<file path="config.mk">
export PLATFORM = sky130hd
export DESIGN_NAME = size_prefixed_bit_packer_unit
export DESIGN_NICKNAME = d
export VERILOG_FILES = /design/src/rtl/spbp_pkg.sv /design/src/rtl/size_prefixed_bit_packer_unit.sv /design/src/rtl/spbp_front.sv /design/src/rtl/spbp_queue.sv /design/src/rtl/spbp_back.sv
export SDC_FILE = /design/constraint.sdc
export NUM_CORES = 1
export LEC_CHECK = 0
export ABC_AREA = 1
export BUFFER_PORTS_ARGS = -buffer_cell sky130_fd_sc_hd__buf_4
export CELL_PAD_IN_SITES_DETAIL_PLACEMENT = 2
export CELL_PAD_IN_SITES_GLOBAL_PLACEMENT = 2
export CORE_MARGIN = 2
export CORE_UTILIZATION = 25
export CTS_BUF_LIST = sky130_fd_sc_hd__clkbuf_4
export DETAILED_ROUTE_END_ITERATION = 10
export PLACE_DENSITY = 0.66
export SYNTH_ARGS = -nofsm -noshare
export SYNTH_HDL_FRONTEND = slang
export SYNTH_SLANG_ARGS = --single-unit
export TNS_END_PERCENT = 1
</file>
<file path="constraint.sdc">
create_clock -name clk -period 9.8 [get_ports clk]
set_input_delay 1.47 -clock clk [delete_from_list [all_inputs] [get_ports clk]]
set_output_delay 1.47 -clock clk [all_outputs]
set_load 0.1 [all_outputs]
</file>
<file path="src/rtl/spbp_pkg.sv">
// Shared constants for the size-prefixed bit packer.
// No dependencies; imported by every module of the block.
package spbp_pkg;

  localparam int VALUE_BITS           = 32;
  localparam int WORD_BITS            = 32;
  localparam int SIZE_FIELD_BITS_DEF  = 6;
  localparam int QUEUE_DEPTH          = 2;

endpackage

</file>
<file path="src/rtl/size_prefixed_bit_packer_unit.sv">
// Size-prefixed bit packer: each signed sample is written as a SIZE_FIELD_BITS count n followed
// by its low n bits, MSB first, into 32-bit words; end_of_stream flushes a zero-padded word.
// Words, a flush word included, leave through the word output register at one word per cycle
// while out_stall is low.
// An input beat passes through the front-end register, a queue entry and the bit window before
// the word output register; the front end and the back end are joined by a two-entry queue so
// either side may stall alone.
module size_prefixed_bit_packer_unit import spbp_pkg::*; #(
  parameter int SIZE_FIELD_BITS = SIZE_FIELD_BITS_DEF
) (
  input  logic                  clk,
  input  logic                  rst,
  input  logic                  in_valid,
  output logic                  in_stall,
  input  logic [VALUE_BITS-1:0] sample_value,
  input  logic                  end_of_stream,
  output logic                  out_valid,
  input  logic                  out_stall,
  output logic [WORD_BITS-1:0]  packed_word,
  output logic                  last_word
);

  localparam int CHUNK_W = SIZE_FIELD_BITS + VALUE_BITS;
  localparam int LEN_W   = $clog2(CHUNK_W + 1);
  localparam int DATA_W  = 1 + LEN_W + CHUNK_W;

  logic               f_valid;
  logic               f_stall;
  logic [CHUNK_W-1:0] f_chunk;
  logic [LEN_W-1:0]   f_len;
  logic               f_eos;
  logic               q_valid;
  logic               q_stall;
  logic [DATA_W-1:0]  q_data;
  logic [CHUNK_W-1:0] q_chunk;
  logic [LEN_W-1:0]   q_len;
  logic               q_eos;

  assign q_chunk = q_data[CHUNK_W-1:0];
  assign q_len   = q_data[CHUNK_W +: LEN_W];
  assign q_eos   = q_data[DATA_W-1];

  spbp_front #(
    .SIZE_FIELD_BITS (SIZE_FIELD_BITS),
    .CHUNK_W         (CHUNK_W),
    .LEN_W           (LEN_W)
  ) u_front (
    .clk           (clk),
    .rst           (rst),
    .in_valid      (in_valid),
    .in_stall      (in_stall),
    .sample_value  (sample_value),
    .end_of_stream (end_of_stream),
    .f_valid       (f_valid),
    .f_stall       (f_stall),
    .f_chunk       (f_chunk),
    .f_len         (f_len),
    .f_eos         (f_eos)
  );

  spbp_queue #(
    .DATA_W (DATA_W),
    .DEPTH  (QUEUE_DEPTH)
  ) u_queue (
    .clk      (clk),
    .rst      (rst),
    .wr_valid (f_valid),
    .wr_stall (f_stall),
    .wr_data  ({f_eos, f_len, f_chunk}),
    .rd_valid (q_valid),
    .rd_stall (q_stall),
    .rd_data  (q_data)
  );

  spbp_back #(
    .CHUNK_W (CHUNK_W),
    .LEN_W   (LEN_W)
  ) u_back (
    .clk         (clk),
    .rst         (rst),
    .q_valid     (q_valid),
    .q_stall     (q_stall),
    .q_chunk     (q_chunk),
    .q_len       (q_len),
    .q_eos       (q_eos),
    .out_valid   (out_valid),
    .out_stall   (out_stall),
    .packed_word (packed_word),
    .last_word   (last_word)
  );

endmodule

</file>
<file path="src/rtl/spbp_front.sv">
// Front end: accepts samples, finds the bit count and builds the size-prefixed chunk.
// Depends on spbp_pkg; feeds spbp_queue.
module spbp_front import spbp_pkg::*; #(
  parameter int SIZE_FIELD_BITS = SIZE_FIELD_BITS_DEF,
  parameter int CHUNK_W         = SIZE_FIELD_BITS + VALUE_BITS,
  parameter int LEN_W           = $clog2(CHUNK_W + 1)
) (
  input  logic                  clk,
  input  logic                  rst,
  input  logic                  in_valid,
  output logic                  in_stall,
  input  logic [VALUE_BITS-1:0] sample_value,
  input  logic                  end_of_stream,
  output logic                  f_valid,
  input  logic                  f_stall,
  output logic [CHUNK_W-1:0]    f_chunk,
  output logic [LEN_W-1:0]      f_len,
  output logic                  f_eos
);

  localparam int NB_W = $clog2(VALUE_BITS + 2);

  logic [VALUE_BITS-1:0]   mag;
  logic [NB_W-1:0]         mag_len;
  logic [NB_W-1:0]         n_raw;
  logic [NB_W-1:0]         n;
  logic [VALUE_BITS:0]     low_mask;
  logic [CHUNK_W-1:0]      chunk_next;
  logic [LEN_W-1:0]        len_next;
  logic                    accept;

  always_comb begin
    mag = sample_value[VALUE_BITS-1] ? (~sample_value + VALUE_BITS'(1)) : sample_value;
    mag_len = '0;
    for (int i = 0; i < VALUE_BITS; i++) begin
      if (mag[i]) begin
        mag_len = NB_W'(i + 1);
      end
    end
    n_raw = mag_len + NB_W'(1);
    n = (n_raw > NB_W'(VALUE_BITS)) ? NB_W'(VALUE_BITS) : n_raw;
    low_mask = ~({(VALUE_BITS + 1){1'b1}} << n);
    chunk_next = (CHUNK_W'(SIZE_FIELD_BITS'(n)) << n)
               | CHUNK_W'(sample_value & low_mask[VALUE_BITS-1:0]);
    len_next = LEN_W'(SIZE_FIELD_BITS) + LEN_W'(n);
  end

  assign in_stall = f_valid && f_stall;
  assign accept   = in_valid && !in_stall;

  always_ff @(posedge clk) begin
    if (rst) begin
      f_valid <= 1'b0;
    end else if (accept) begin
      f_valid <= 1'b1;
    end else if (!f_stall) begin
      f_valid <= 1'b0;
    end
  end

  always_ff @(posedge clk) begin
    if (accept) begin
      f_chunk <= chunk_next;
      f_len   <= len_next;
      f_eos   <= end_of_stream;
    end
  end

endmodule

</file>
<file path="src/rtl/spbp_queue.sv">
// Short register queue between front and back ends.
// Depends on spbp_pkg for its default depth.
module spbp_queue import spbp_pkg::*; #(
  parameter int DATA_W = 48,
  parameter int DEPTH  = QUEUE_DEPTH
) (
  input  logic              clk,
  input  logic              rst,
  input  logic              wr_valid,
  output logic              wr_stall,
  input  logic [DATA_W-1:0] wr_data,
  output logic              rd_valid,
  input  logic              rd_stall,
  output logic [DATA_W-1:0] rd_data
);

  localparam int PTR_W = (DEPTH > 1) ? $clog2(DEPTH) : 1;
  localparam int CNT_W = $clog2(DEPTH + 1);

  logic [DATA_W-1:0] mem [DEPTH];
  logic [PTR_W-1:0]  wr_ptr;
  logic [PTR_W-1:0]  rd_ptr;
  logic [CNT_W-1:0]  count;
  logic              push;
  logic              pop;

  assign wr_stall = (count == CNT_W'(DEPTH));
  assign rd_valid = (count != '0);
  assign push     = wr_valid && !wr_stall;
  assign pop      = rd_valid && !rd_stall;
  assign rd_data  = mem[rd_ptr];

  always_ff @(posedge clk) begin
    if (rst) begin
      wr_ptr <= '0;
      rd_ptr <= '0;
      count  <= '0;
    end else begin
      if (push) begin
        wr_ptr <= (wr_ptr == PTR_W'(DEPTH - 1)) ? '0 : wr_ptr + PTR_W'(1);
      end
      if (pop) begin
        rd_ptr <= (rd_ptr == PTR_W'(DEPTH - 1)) ? '0 : rd_ptr + PTR_W'(1);
      end
      if (push && !pop) begin
        count <= count + CNT_W'(1);
      end else if (pop && !push) begin
        count <= count - CNT_W'(1);
      end
    end
  end

  always_ff @(posedge clk) begin
    if (push) begin
      mem[wr_ptr] <= wr_data;
    end
  end

endmodule

</file>
<file path="src/rtl/spbp_back.sv">
// Back end: merges chunks into the bit window and emits 32-bit words, flushing at end of stream.
// Depends on spbp_pkg; reads from spbp_queue.
module spbp_back import spbp_pkg::*; #(
  parameter int CHUNK_W = SIZE_FIELD_BITS_DEF + VALUE_BITS,
  parameter int LEN_W   = $clog2(CHUNK_W + 1)
) (
  input  logic                 clk,
  input  logic                 rst,
  input  logic                 q_valid,
  output logic                 q_stall,
  input  logic [CHUNK_W-1:0]   q_chunk,
  input  logic [LEN_W-1:0]     q_len,
  input  logic                 q_eos,
  output logic                 out_valid,
  input  logic                 out_stall,
  output logic [WORD_BITS-1:0] packed_word,
  output logic                 last_word
);

  localparam int COMB_W = WORD_BITS + CHUNK_W;
  localparam int CNT_W  = $clog2(COMB_W);
  localparam int WSH_W  = $clog2(WORD_BITS);

  logic [COMB_W-1:0]    comb;
  logic [CNT_W-1:0]     cnt;
  logic                 eos_pend;

  logic                 emit_full;
  logic                 emit_need;
  logic [CNT_W-1:0]     cnt_sub;
  logic [CNT_W-1:0]     cnt1;
  logic                 eos1;
  logic                 out_free;
  logic                 adv;
  logic                 can_load;
  logic                 pop;
  logic [WORD_BITS-1:0] word_next;
  logic                 last_next;
  logic [WSH_W-1:0]     flush_sh;
  logic [CNT_W-1:0]     flush_diff;

  always_comb begin
    emit_full  = (cnt >= CNT_W'(WORD_BITS));
    cnt_sub    = cnt - CNT_W'(WORD_BITS);
    flush_diff = CNT_W'(WORD_BITS) - cnt;
    flush_sh   = flush_diff[WSH_W-1:0];
    emit_need  = emit_full || (eos_pend && (cnt != '0));
    out_free   = !out_valid || !out_stall;
    adv        = !emit_need || out_free;
    priority if (emit_full) begin
      cnt1      = cnt_sub;
      word_next = WORD_BITS'(comb >> cnt_sub);
      last_next = eos_pend && (cnt_sub == '0);
    end else if (eos_pend && (cnt != '0)) begin
      cnt1      = '0;
      word_next = comb[WORD_BITS-1:0] << flush_sh;
      last_next = 1'b1;
    end else begin
      cnt1      = cnt;
      word_next = '0;
      last_next = 1'b0;
    end
    eos1     = eos_pend && (cnt1 != '0);
    can_load = (cnt1 < CNT_W'(WORD_BITS)) && !eos1;
    pop      = q_valid && adv && can_load;
    q_stall  = !(adv && can_load);
  end

  always_ff @(posedge clk) begin
    if (rst) begin
      cnt       <= '0;
      eos_pend  <= 1'b0;
      out_valid <= 1'b0;
    end else begin
      if (adv && emit_need) begin
        out_valid <= 1'b1;
      end else if (!out_stall) begin
        out_valid <= 1'b0;
      end
      if (adv) begin
        cnt      <= pop ? (cnt1 + CNT_W'(q_len)) : cnt1;
        eos_pend <= pop ? q_eos : eos1;
      end
    end
  end

  always_ff @(posedge clk) begin
    if (adv && emit_need) begin
      packed_word <= word_next;
      last_word   <= last_next;
    end
    if (pop) begin
      comb <= (comb << q_len) | COMB_W'(q_chunk);
    end
  end

  a_cnt_range: assert property (@(posedge clk) disable iff (rst) cnt < CNT_W'(COMB_W))
    else $error("bit window count out of range");

  a_eos_has_bits: assert property (@(posedge clk) disable iff (rst) eos_pend |-> (cnt != '0))
    else $error("end of stream pending with empty window");

  a_pop_no_block: assert property (@(posedge clk) disable iff (rst)
      pop |-> !(emit_need && !out_free))
    else $error("chunk taken while word output blocked");

  a_last_clears: assert property (@(posedge clk) disable iff (rst)
      (adv && emit_need && last_next && !pop) |=> (cnt == '0 && !eos_pend))
    else $error("window not empty after last word");

endmodule
</file>
# Word level (Yosys, flattened, before mapping)
# Memories as Yosys holds them, arrays and structs flattened. A register that Yosys moved wholly into a read port is not among the register bits.
# Index checks and enable logic that the tools add are counted.
# totals
register_bits	162
latchBits	0
mem_bits_rw	90
mem_bits_ro	0
in_bits	37
word_cells	124
mem_count	1
# mem_list
memory	depth	word_bits	read_ports	rd_ports_with_merged_regs	wr	line_no	text
u_queue.mem	2	45	1	1	1	spbp_queue.sv:20	logic [DATA_W-1:0] mem [DEPTH];
# op_classes
addsub	10
mul	0
div	0
n_lt_le_gt_ge	3
n_eq_ne	3
n_shift	5
mux	54
bitwise	5
n_reduce_logical	30
# op_table
cell	count
two-way mux 32 bit	3
two-way mux 5 bit	16
bitwise OR 70 x 38 -> 70 bit	1
left shift 70 x 6 -> 70 bit	1
>> shifter 70 x 7 -> 32 bit	1
inverter 32 bit	2
bitwise OR 38 bit	1
left shift 6 x 6 -> 38 bit	1
left shift 33 x 6 -> 32 bit (first input constant)	1
adder 32 x 1 -> 32 bit (second input constant)	1
AND 32 bit	1
two-way mux 4 bit	8
left shift 32 x 5 -> 32 bit	1
two-way mux 7 bit	3
logical AND 1 bit	14
two-way mux 1 bit	14
nonzero test 7 bit	2
two-way mux 3 bit	4
two-way mux 6 bit	2
logical NOT 1 bit	8
two-way mux 2 bit	4
adder 7 x 6 -> 7 bit	1
>= comparator 7 x 6 -> 1 bit (second input constant)	1
logical NOT 7 bit	1
other kinds (14)	18

# Longest topological paths before layout
# Gate-level depths: netlist of run 1.
# logic_depth
ltp_word	42
depth_mapped	50

# Hierarchy
# A second synthesis of run 1 with hierarchy kept.
# hier_totals
cells_unflattened	2988
area_unflattened_um2	21325.5
# modules_own_cells
module	instances	cells_per_inst	area_each_um2	seq_area_each_um2
spbp_back	1	2284	13714.4	3273.1
spbp_front	1	526	3912.5	1371.3
spbp_queue	1	178	3698.5	2802.7

# Worst setup path before layout of run 1
# No wires, ideal clock.
# synth_path
path_kind	input-to-reg
startpoint	input port sample_value[0]
endpoint	register u_front.f_chunk[9] (data pin)
arrival_time_ns	5.228
required_time_ns	9.541
slack_ns	4.313
cell_stages	43
n_path_buf	0
cell_sequence	inv_1 > ha_1 > nand2_1 > nor2_1 > nand4_1 > nand2_1 > xor2_1 > inv_1 > nand2_1 > nand2_1 > nand2_1 > nand2_1 > nand2_1 > nand2_1 > nand2_1 > nand2_1 > nand2_1 > nand2_1 > [7 not listed] > nand2_1 > nand2_1 > nand2_1 > nand2_1 > nand2_1 > inv_1 > ha_1 > nand3_2 > xnor2_2 > nor2_1 > nand3_2 > nand2_4 > nand2_2 > ha_1 > inv_1 > ha_1 > o31ai_1 > nand2_1
# synth_between
elab_chain_len	42
# synth_rtl
item	line_no	text
start: declaration	size_prefixed_bit_packer_unit.sv:15	input logic [VALUE_BITS-1:0] sample_value,
inverter 32 bit	spbp_front.sv:33	mag = sample_value[VALUE_BITS-1] ? (~sample_value + VALUE_BITS'(1)) : sample_value;
adder 32 x 1 -> 32 bit	spbp_front.sv:33	
two-way mux 32 bit *	spbp_front.sv:33	
two-way mux 1 bit	spbp_front.sv:36	if (mag[i]) begin
two-way mux 2 bit (2 in series)	spbp_front.sv:36	
two-way mux 3 bit (4 in series)	spbp_front.sv:36	
two-way mux 4 bit (8 in series)	spbp_front.sv:36	
two-way mux 5 bit (16 in series)	spbp_front.sv:36	
two-way mux 6 bit *	spbp_front.sv:36	
adder 6 x 1 -> 6 bit *	spbp_front.sv:40	n_raw = mag_len + NB_W'(1);
greater-than comparator 6 bit	spbp_front.sv:41	n = (n_raw > NB_W'(VALUE_BITS)) ? NB_W'(VALUE_BITS) : n_raw;
two-way mux 6 bit *	spbp_front.sv:41	
left shift 33 x 6 -> 32 bit	spbp_front.sv:42	low_mask = ~({(VALUE_BITS + 1){1'b1}} << n);
inverter 32 bit	spbp_front.sv:42	
AND 32 bit	spbp_front.sv:44	| CHUNK_W'(sample_value & low_mask[VALUE_BITS-1:0]);
bitwise OR 38 bit *	spbp_front.sv:44	
named net u_front.chunk_next[9]	spbp_front.sv:28	logic [CHUNK_W-1:0] chunk_next;
end signal: assignment	spbp_front.sv:63	f_chunk <= chunk_next;
end: declaration	spbp_front.sv:16	output logic [CHUNK_W-1:0] f_chunk,
# Mark *: on every way through the listed nets, which the timed path passes. The rest lies on a longest branch.
# A chain may end at the register's enable or synchronous reset.

# Final worst setup path of run 1
# layout_path
startpoint	input port sample_value[31]
endpoint	register u_front.f_chunk[9] (data pin)
# layout_between
elab_chain_len	40
# layout_rtl
item	line_no
two-way mux 32 bit *	spbp_front.sv:33
two-way mux 1 bit	spbp_front.sv:36
two-way mux 2 bit (2 in series)	spbp_front.sv:36
two-way mux 3 bit (4 in series)	spbp_front.sv:36
two-way mux 4 bit (8 in series)	spbp_front.sv:36
two-way mux 5 bit (16 in series)	spbp_front.sv:36
two-way mux 6 bit *	spbp_front.sv:36
adder 6 x 1 -> 6 bit *	spbp_front.sv:40
greater-than comparator 6 bit	spbp_front.sv:41
two-way mux 6 bit *	spbp_front.sv:41
left shift 33 x 6 -> 32 bit	spbp_front.sv:42
inverter 32 bit	spbp_front.sv:42
AND 32 bit	spbp_front.sv:44
bitwise OR 38 bit *	spbp_front.sv:44
named net u_front.chunk_next[9]	spbp_front.sv:28
# Marked as above.

==> impl_metrics.toml, run 1 <==
[drt]
via_per_inst = 5.223
ant_nets = 0
vias = 20490
routed_wl_um = 92150
post_drt_wl_per_cell_um = 23.49
drtIter0Drc = 1152
drc = 0
drt_pass1_iterations = 7

[setup_path]
critPathLaunchType = "input port"
worstPathArrival_ps = 6550
crit_type = "input port to register"
slowest_stage = "xnor2_2"
worstPathRequired_ps = 10320
cp-end-kind = "register"
reg2regPathDepth = 12
critPathMaxStageDelay_ps = 460
cp_max_fo = 25
critical-path-top-cell-by-count = "nand2_1"

[yosys]
seq_area_frac_synth = 0.3759
syn_inst = 2815
synth_edf_count = 238
synth_largest_area_cell = "edfxtp_1"
synth_nets = 2870
yosysMostFrequentCell = "nand2_1"
synth_area_um2 = 19810
synth.area.top_cells = "edfxtp_1 (36%), nand2_1 (15%), o21ai_0 (13%)"
synth_top_area_frac = 0.3608
yosys_register_bits = 253
avgSynthCellArea_um2 = 7.037
synthFlopType = "edfxtp_1"
netlist_top_cells_count = "nand2_1 (776), o21ai_0 (495), inv_1 (262), edfxtp_1 (238), nor2_1 (205)"
yosysUniqueCellTypes = 63
yosys_warnings = 0
synthArstFlopShare = 0

[clock_network]
cts_resized = 0
cts_buffers = 74
cts.sinks = 253
hold_buffers = 0
cts_tree = "built"
postCtsSetupRepairBufs = 0
clk_pin_slew_ps = 60
ctsHtreeMaxLevel = 3
clockBufferDepth = 3
cts-root-buf = "clkbuf_4"
insertion_delay_ps = 820

[layout]
drive_gt1_frac = 0.1035
nets = 2873
final_cells = 3923
syn2layout_area_growth_pct = 12.21
fin_util = 0.2823

[min_path]
holdPathStages = 0
hold_path.class = "register to register"

[floorplanning]
core_um2 = 78740
initial_core_util = 0.2516
die_w_um = 285.5
dieArea_um2 = 81510
row_count = 103
ios = 72
fp.dieH_um = 285.5

[timing]
finalCritPeriodShare = 0.6151
drv_slew = 0
max_slew_margin = 0.2764
finalHoldViolations = 0
max_freq_mhz = 165.9
tns_ps = 0
setup_viol = 0
worst_slack_ps = 3772
fin_crit_ps = 6028
rsz0062_at_grt = "no"
clock_skew_ps = 55.59
worst_pin_slew_ps = 1074

[global_routing]
met3_usage = 0.02679
met2_usage = 0.3947
grt-ovfl-total = 0
grt_max_degree = 90
grt_util_all_layers = 0.2236
antenna_found_initial = 3
grt_pass1_wl_um = 139100
grt_pass1_vias = 21700
busiest_layer = "met2"
grtUsageMet1 = 0.2753

[placed_design]
place_ws_ps = 2952
io_buffer_count = 71
hpwl_um = 72440
gp_congestion = 0.9255
dp.cells = 3792

[run]
cap_violations = 0

[outcome]
outcome = "finished clean"
-- kinds of logic after synthesis --
| family | count (synthesis) | share of synthesized area |
|---|---|---|
| mux | 91 | 0.04598 |
| other cells | 1 | 0.0001893 |
| flops | 253 | 0.3759 |
| simple gates | 1144 | 0.2341 |
| fa+ha+maj | 18 | 0.01175 |
| xor+xnor | 30 | 0.01402 |
| compound gates | 817 | 0.2302 |
| buf+inv | 461 | 0.08792 |
-- path summary, 6_finish.rpt --
kind | from | endpoint | slack, ps
max | sample_value[31] | u_front.f_chunk[9]$_DFFE_PP_ | 3770
min | u_front.f_chunk[13]$_DFFE_PP_ | u_queue.mem[1][13]$_DFFE_PP_ | 440
max reg2reg | u_back.cnt[0]$_SDFFE_PP0N_ | u_back.comb[48]$_DFFE_PP_ | 4680
min reg2reg | u_front.f_chunk[13]$_DFFE_PP_ | u_queue.mem[1][13]$_DFFE_PP_ | 440
-- through the flow --
| stage | hold slack, ps | instance area [µm²] |
|---|---|---|
| floorplan | 421.5 | 19810 |
| global placement | 424.3 | 21330 |
| detailed placement | 435.3 | 21330 |
| CTS | 424.7 | 22220 |
| global route | 459.1 | 22230 |
| finish | 439.7 | 22230 |
-- state kept, by name, indices dropped and copies added, names as in the netlist, named ones only --
| register | count |
|---|---|
| u_queue.mem | 90 |
| u_back.comb | 70 |
| u_front.f_chunk | 38 |
| u_back.packed_word | 32 |
| u_back.cnt | 7 |
| u_front.f_len | 6 |
| u_queue.count | 2 |
| u_back.eos_pend | 1 |
| u_back.last_word | 1 |
| u_back.out_valid | 1 |
| u_front.f_eos | 1 |
| u_front.f_valid | 1 |
| u_queue.rd_ptr | 1 |
| u_queue.wr_ptr | 1 |
-- layout make-up --
class                   instances  area, µm²
fillers                      9411      56510
multi-input cells            2101      10710
flip-flops and latches        253       7452
well taps                    1050       1314
inverters                     281       1057
repair buffers                107      803.3
clock buffers                 103      773.2
clock inverters                25      115.1
diodes                          3      7.507
-- per-layer routing --
metal  routed length [µm]  vias up
met5                    0        -
met4                 3828        0
met3                 2548      164
met2                45750      362
met1                40020    10310
li1                     -     9657
-- placed cells by master (no fill, tap or decap), types with 16 or more instances in the layout --
master / netlist / layout
a21oi_1: 99 / 98
a211oi_1: 16 / 16
edfxtp_1: 238 / 238
mux2i_1: 91 / 91
clkbuf_4: 0 / 103
o21ai_0: 495 / 495
inv_2: 12 / 21
a31oi_1: 16 / 16
inv_1: 262 / 257
nand2_1: 776 / 776
o22ai_1: 71 / 71
o221ai_1: 21 / 21
xor2_1: 21 / 21
or2_2: 16 / 16
o211ai_1: 36 / 36
clkinv_1: 6 / 20
ha_1: 17 / 17
nor2_1: 205 / 202
nand3_1: 96 / 96
buf_4: 1 / 107
-- worst max-delay path, delay by kind of cell --
kind | cells | cell delay, ps
adder cells (fa/ha/maj) | 3 | 660
XOR/XNOR | 1 | 460
AND/OR/NAND/NOR | 36 | 2650
buffers and inverters | 4 | 810
AO/OA/AOI/OAI | 2 | 460
Power of run 1 is left out: the tool's default activity adds up to more than one toggle a clock period on the data nets, which glitch-free logic cannot reach.
==> run 2: changes to the inputs <==
Clock period 9.8 ns to 5.8 ns, I/O delays scaled along.
==> run 2 against run 1 <==
Net effect:
- routed wire length increased by 0.42%
- final cell count up 0.61%
- first-iteration DRC count increased by 6.3%
- flip-flop and latch count stayed put
- via count fell by 0.37%
- worst hold slack got worse by 210 ps
- clock-buffer cell count is 10 higher
- non-clock buffer count rose by 17
- critical endpoint unchanged
==> impl_metrics.toml, run 2 (same netlist as run 1, synthesis figures left out) <==
[placed_design]
dp.cells = 3809
hpwl_um = 72790
gp_congestion = 0.9280
io_buffer_count = 71

[timing]
tns_ps = 0
max_slew_margin = 0.2603
clock_skew_ps = 82.25
setup_viol = 0
fin_crit_ps = 4840
hold_ws_ps = 231.2
finalHoldViolations = 0
max_freq_mhz = 206.6
drv_slew = 0
worst_pin_slew_ps = 1107
rsz0062_at_grt = "no"
finalCritPeriodShare = 0.8344

[layout]
register_area_um2 = 7452
layout_commonest_cell = "nand2_1"
largest_register = "u_queue.mem"
nets = 2892
largest_reg_flops = 90
reg_top3 = "u_queue.mem x90, u_back.comb x70, u_front.f_chunk x38"
multi_input_area_um2 = 10710
fill_cells = 9394
final_cells = 3947
syn2layout_area_growth_pct = 13.44
drive_gt1_frac = 0.1126
final_cell_mix = "nand2_1 (776), o21ai_0 (495), inv_1 (257)"
fin_util = 0.2854

[min_path]
hold_end = "u_front.f_eos$_DFFE_PP_"
hold_path.class = "input port to register"
holdPathStages = 1
holdCritStartpoint = "end_of_stream"

[global_routing]
grt_max_degree = 89
grt_pass1_wl_um = 139000
busiest_layer = "met2"
grt-ovfl-total = 0
grt_pass1_vias = 22150
antenna_found_initial = 4
grt_util_all_layers = 0.2230
met3_usage = 0.02839
met2_usage = 0.4026
grtUsageMet1 = 0.2673

[drt]
via_per_inst = 5.172
drc = 0
ant_nets = 0
drtIter0Drc = 1224
post_drt_wl_per_cell_um = 23.45
drt_pass1_iterations = 5
vias = 20410
routed_wl_um = 92540

[clock_network]
cts_buffers = 76
insertion_delay_ps = 830
clk_pin_slew_ps = 60
hold_buffers = 0
postCtsSetupRepairBufs = 0
cts_resized = 0
cts_tree = "built"
clockBufferDepth = 3
cts.sinks = 253
ctsHtreeMaxLevel = 3
cts-root-buf = "clkbuf_4"

[setup_path]
slowest_stage = "ha_1"
crit_type = "input port to register"
critPathMaxStageDelay_ps = 290
cp-end-kind = "register"
reg2reg_to = "u_back.comb[56]$_DFFE_PP_"
critPathBufInv = 5
worstPathRequired_ps = 6340
critical_path.top_delay_family = "simple AND/OR/NAND/NOR gates"
cp_max_fo = 8
reg2regPathDepth = 12
worstPathArrival_ps = 5380
r2r_slack_ps = 1350
critPathLaunchType = "input port"
critical-path-top-cell-by-count = "nand2_1"

[floorplanning]
row_count = 103
fp.dieH_um = 285.5
die_w_um = 285.5
core_um2 = 78740
ios = 72
initial_core_util = 0.2516
dieArea_um2 = 81510

[outcome]
outcome = "finished clean"

[run]
cap_violations = 0
==> run 2: cell types whose count changed in the layout (fill, tap and decap cells not counted), sizes merged <==
cell	change
buf	+17
clkbuf	+10
clkinv	-5
bufinv	+1
inv	+1
==> run 2: how the worst max path moves through the flow <==
stage	from	end	slack, ps	depth (start not counted)
6_report	sample_value[0]	u_front.f_chunk[9]$_DFFE_PP_	960	44
5_1_grt	sample_value[0]	u_front.f_chunk[9]$_DFFE_PP_	420	44
4_1_cts	sample_value[0]	u_front.f_chunk[9]$_DFFE_PP_	1010	44
3_5_place_dp	sample_value[0]	u_front.f_chunk[9]$_DFFE_PP_	100	44
3_3_place_gp	sample_value[0]	u_front.f_chunk[9]$_DFFE_PP_	240	46
2_1_floorplan	u_back.cnt[0]$_SDFFE_PP0N_	register	680	19
==> run 2: area by class of cell <==
type                       count  share of cell area
tap                         1050             0.05846
clock inverter                22            0.006403
timing repair buffer         124             0.04198
multi-input combinational   2101              0.4764
clock buffer                 113             0.03775
inverter                     281             0.04705
sequential                   253              0.3316
antenna                        3           0.0003341
==> run 2: routing by layer <==
| layer | vias to the layer above | wire length (µm) |
|---|---|---|
| li1 | 9693 | - |
| met1 | 10210 | 39960 |
| met2 | 348 | 46440 |
| met3 | 164 | 2564 |
| met4 | 2 | 3569 |
| met5 | - | 13 |
==> run 2: per-stage QoR <==
step / setup WS, ps / cell area (µm²)
floorplan: 678.9 / 19810
global placement: 238.1 / 21470
detailed placement: 100.9 / 21470
CTS: 1007 / 22470
global route: 416.3 / 22470
finish: 960.3 / 22470
Power of run 2 is left out for the same reason.
